$ cat src/rtl/core/gcpm_pkg.sv
// Shared constants and types for the greedy closest point matcher.
// Used by every module in rtl/core; depends on nothing else.
`timescale 1ns / 1ps
`default_nettype none

package gcpm_pkg;

    localparam int MAX_REFS   = 256;
    localparam int COORD_BITS = 16;
    localparam int PORT_W     = 16;
    localparam int IDX_W      = $clog2(MAX_REFS);
    localparam int CNT_W      = $clog2(MAX_REFS + 1);
    localparam int OUT_IDX_W  = 8;
    localparam int DIST_W     = 34;
    localparam int DIFF_W     = COORD_BITS + 1;
    localparam int SQ_W       = 2 * DIFF_W;
    localparam int SUM_W      = SQ_W + 2;

    typedef logic signed [COORD_BITS-1:0] t_coord;
    typedef logic signed [DIFF_W-1:0]     t_diff;
    typedef logic [SQ_W-1:0]              t_sq;
    typedef logic [SUM_W-1:0]             t_sum;
    typedef logic [IDX_W-1:0]             t_idx;

    typedef struct packed {
        t_coord x;
        t_coord y;
        t_coord z;
    } t_point;

    typedef struct packed {
        logic vld;
        logic skip;
        t_idx idx;
    } t_tag;

    typedef enum logic [3:0] {
        ST_IDLE  = 4'b0001,
        ST_SCAN  = 4'b0010,
        ST_DRAIN = 4'b0100,
        ST_DONE  = 4'b1000
    } t_state;

endpackage

`default_nettype wire

$ cat src/rtl/core/gcpm_dist.sv
// Three stage squared distance pipeline: difference, square, sum.
// Carries the scan tag alongside the data; uses types from gcpm_pkg.
`timescale 1ns / 1ps
`default_nettype none

module gcpm_dist (
    input  wire                  i_clk,
    input  wire                  i_rst_n,
    input  gcpm_pkg::t_point     i_query,
    input  gcpm_pkg::t_point     i_ref,
    input  gcpm_pkg::t_tag       i_tag,
    output gcpm_pkg::t_sum       o_dist,
    output gcpm_pkg::t_tag       o_tag,
    output logic                 o_busy
);

    gcpm_pkg::t_diff r_dx, r_dy, r_dz;
    gcpm_pkg::t_sq   r_sx, r_sy, r_sz;
    gcpm_pkg::t_sum  r_sum;
    gcpm_pkg::t_tag  r_tag1, r_tag2, r_tag3;

    logic signed [gcpm_pkg::SQ_W-1:0] px, py, pz;

    always_comb begin
        px = r_dx * r_dx;
        py = r_dy * r_dy;
        pz = r_dz * r_dz;
    end

    always_ff @(posedge i_clk) begin
        r_dx  <= gcpm_pkg::DIFF_W'(i_query.x) - gcpm_pkg::DIFF_W'(i_ref.x);
        r_dy  <= gcpm_pkg::DIFF_W'(i_query.y) - gcpm_pkg::DIFF_W'(i_ref.y);
        r_dz  <= gcpm_pkg::DIFF_W'(i_query.z) - gcpm_pkg::DIFF_W'(i_ref.z);
        r_sx  <= px;
        r_sy  <= py;
        r_sz  <= pz;
        r_sum <= gcpm_pkg::SUM_W'(r_sx) + gcpm_pkg::SUM_W'(r_sy) + gcpm_pkg::SUM_W'(r_sz);
        if (!i_rst_n) begin
            r_tag1 <= '0;
            r_tag2 <= '0;
            r_tag3 <= '0;
        end else begin
            r_tag1 <= i_tag;
            r_tag2 <= r_tag1;
            r_tag3 <= r_tag2;
        end
    end

    assign o_dist = r_sum;
    assign o_tag  = r_tag3;
    assign o_busy = r_tag1.vld | r_tag2.vld | r_tag3.vld;

endmodule

`default_nettype wire

$ cat config.mk
export PLATFORM = sky130hd
export DESIGN_NAME = gcpm_dist
export DESIGN_NICKNAME = d
export VERILOG_FILES = /design/src/rtl/core/gcpm_pkg.sv /design/src/rtl/core/gcpm_dist.sv
export SDC_FILE = /design/constraint.sdc
export NUM_CORES = 2
export LEC_CHECK = 0
export BUFFER_PORTS_ARGS = -buffer_cell sky130_fd_sc_hd__buf_2
export CORE_MARGIN = 2
export CORE_UTILIZATION = 65
export DETAILED_ROUTE_END_ITERATION = 10
export PLACE_DENSITY_LB_ADDON = 0.12
export SLEW_MARGIN = 20
export SYNTH_ARGS = -nofsm -noshare
export SYNTH_HDL_FRONTEND = slang
export SYNTH_SLANG_ARGS = --single-unit
$ cat constraint.sdc
create_clock -name i_clk -period 8.7 [get_ports i_clk]
set_clock_uncertainty 0.15 [all_clocks]
set_input_delay 1.74 -clock i_clk [delete_from_list [all_inputs] [get_ports i_clk]]
set_output_delay 1.74 -clock i_clk [all_outputs]
set_load 0.03 [all_outputs]
==> summary.md <==
| Metric | Value |
|---|---|
| Clock latency on the worst-skew pair | 0.61 ns |
| Gr usage total | 0.277 |
| Via/cell ratio | 5.25 |
| Vias | 25.8k |
| IO buf count | 154 |
| CTS H-tree lvls | 1 |
| Slowest CP cell | dfxtp_1 |
| CTS Buffer Depth | 3 |
| CTS root buf | clkbuf_16 |
| Finished Core Util | 0.699 |
| Area added between synthesis and finish | 6.82% |
| Synth unique cells | 72 |
| Rel. slew slack | 0.385 |
| PostCTS Resize Cnt | 0 |
| Worst path max stage delay | 0.90 ns |
| Post-CTS Setup Bufs | 0 |
| Drt pass-1 iters | 5 |
| Yosys top cell by area | fa_1 |
| Share of the yosys chip area belonging to registers | 0.113 |
| Cell family with most CP delay | adder cells |
| Post-placement worst setup slack | 1.67 ns |
| Crit path capture type | register |
| WL final | 77.4 mm |
| Largest net degree at the start of global routing | 36 |
| Post-synthesis cell count | 4004 |
| Placed cells | 4869 |
| Hold buffers post-CTS | 0 |
| Placer Congestion | 0.898 |
| Clock sink count | 216 |
| Initial Utilization | 0.655 |
| Max cap viols | 0 |
| Post-Syn Area | 0.0384 sq mm |
| Most frequent cells in the layout | inv_1 (1091), fa_1 (834), ha_1 (354), nand2_1 (281), dfxtp_1 (216) |
| Average wire per standard cell | 15.7 microns |
| RSZ-0062 raised after global routing | false |
| Share of the synthesized area in the top cell type | 0.435 |
| Final setup viols | 0 |
| Most common cell after layout, fill and taps aside | inv_1 |
| Hold Crit Class | reg2reg |
| Seq cells post-synth | 216 |
| Final ANT Viol Nets | 0 |
| IO Count | 155 |
| Clock-pin slew reported for the worst setup and hold paths after clock tree synthesis | 0.06 ns |
| First DRT Iteration DRCs | 1261 |
| CTS buffer count | 28 |
| Synth area leaders | fa_1 (43%), ha_1 (12%), dfxtp_1 (11%), inv_1 (11%), xnor2_1 (3.6%) |
| CP Launch Type | register |
| Core ar. | 0.0587 sq mm |
| Fin Setup TNS | 0 ns |
| Crit path kind | reg2reg |
| Fillers | 4600 |
| Synth async-reset ratio | 0 |
| Crit path buf inv count | 4 |
| Synth Area per Inst | 9.59 sq um |
| Initial antenna violation count | 1 |
| Status | complete, no violations |
| Critical path's most frequent cell | fa_1 |
| Crit path DAT | 7.42 ns |
| Tcrit/Tclk final | 0.811 |
| Post-Layout Cell Count | 4921 |
| Vias in the first global route | 28.2k |
| Inserted Diodes | 0 |
| Reg2reg setup slack | 1.64 ns |
| Final-stage net count | 5422 |
| Die width | 247 microns |
| Required @ worst endpoint | 9.06 ns |
| Row count | 89 |
| DP HPWL | 66.1 mm |
| Post-synth EDFFs | 0 |
| Final worst slack | 1.64 ns |
| Global-route wire length before repair | 135 mm |
| Slew Limit Fails | 0 |
| TritonCTS clock tree | yes |
| Yosys warning total | 0 |
| Least-Margin Pin Slew | 0.922 ns |
| Grt ovf | 0 |
| Critical-path maximum fanout | 21 |
| Achievable Freq | 142 MHz |
| Crit path cell chain | and2_1 > fa_1 > inv_1 > fa_1 > fa_1 > inv_1 > fa_1 > fa_1 > inv_1 > fa_1 > inv_1 > ha_1 > a211oi_1 > o21bai_1 > a221oi_1 > nand2_1 > o221ai_1 > a21oi_1 > a211o_1 > a21oi_1 > xnor2_1 |
| Top_reg_cell synth | dfxtp_1 |
| Final min period | 7.06 ns |
| Final Hold Vio Count | 0 |
| DRC Markers | 0 |
| Layout cells sized above 1 | 0.0639 |
| Die Span Y | 247 microns |
| Die Footprint | 0.0611 sq mm |
-- cells by family after synthesis --
logic type	count (synthesis)	share of synthesized area
AO/OA/AOI/OAI	413	0.0734
AND/OR/NAND/NOR	809	0.103
other	1	0.0000976
multiplexers	4	0.00104
flip-flops	216	0.113
adder cells (fa/ha/maj)	1188	0.550
buffers and inverters	1172	0.115
XOR/XNOR	201	0.0458
-- metrics by stage --
stage / hold WS [ns] / area [sq um]
CTS: 0.281 / 41000
floorplan: 0.262 / 38400
global placement: 0.263 / 40000
finish: 0.279 / 41000
global route: 0.291 / 41000
detailed placement: 0.267 / 40000
-- area by class of cell --
| type | count | area, sq um | share of cell area |
|---|---|---|---|
| inverter | 1094 | 4110 | 0.100 |
| clock buffer | 33 | 759 | 0.0185 |
| timing repair buffer | 168 | 876 | 0.0213 |
| sequential | 216 | 4320 | 0.105 |
| tap | 773 | 967 | 0.0236 |
| clock inverter | 19 | 302 | 0.00735 |
| multi-input combinational | 2618 | 29700 | 0.724 |
-- routing by layer --
metal / routed length, microns / vias up / track usage
li1: - / 12200 / -
met1: 33300 / 12900 / 0.371
met2: 38300 / 577 / 0.478
met3: 3940 / 122 / 0.0371
met4: 1840 / 0 / 0.0710
met5: 0 / - / 0
-- sequential cells by signal, indices dropped and copies added (netlist names) --
name and count:
o_tag 10, r_sz 33, r_sy 33, o_dist 36, r_tag1 10, r_dy 17
r_dz 17, r_tag2 10, r_dx 17, r_sx 33
-- Yosys cell counts (all sizes together) (4+ instances only) --
master and instances:
nor2b 54, and3 22, o31ai 5, xnor2 157, o2111ai 4, and2 198, o31a 5, a41oi 4
fa 834, nand3 27, mux2i 4, or2 10, xor2 44, or3 10, o21a 24, a211oi 18
o211ai 9, clkbuf 77, a21boi 8, nand4 8, nor3 30, a31oi 11, nor2 141, a31o 13
a211o 4, dfxtp 216, o21ai 80, a21o 48, a41o 10, nand2 281, a2111oi 7, a21oi 113
inv 1091, o21bai 19, o22ai 5, ha 354, nand2b 22
-- final timing paths --
check	start	end	depth (start not counted)
worst min-delay path	r_tag1[3]	r_tag2[3]	1
worst min register to register	r_tag1[3]	r_tag2[3]	1
worst max register to register	r_dy[2]	r_sy[33]	21
worst max-delay path	r_dy[2]	r_sy[33]	21
Power is not shown: default switching activity piles up to over one toggle a cycle in this logic, so the estimate is an artifact.
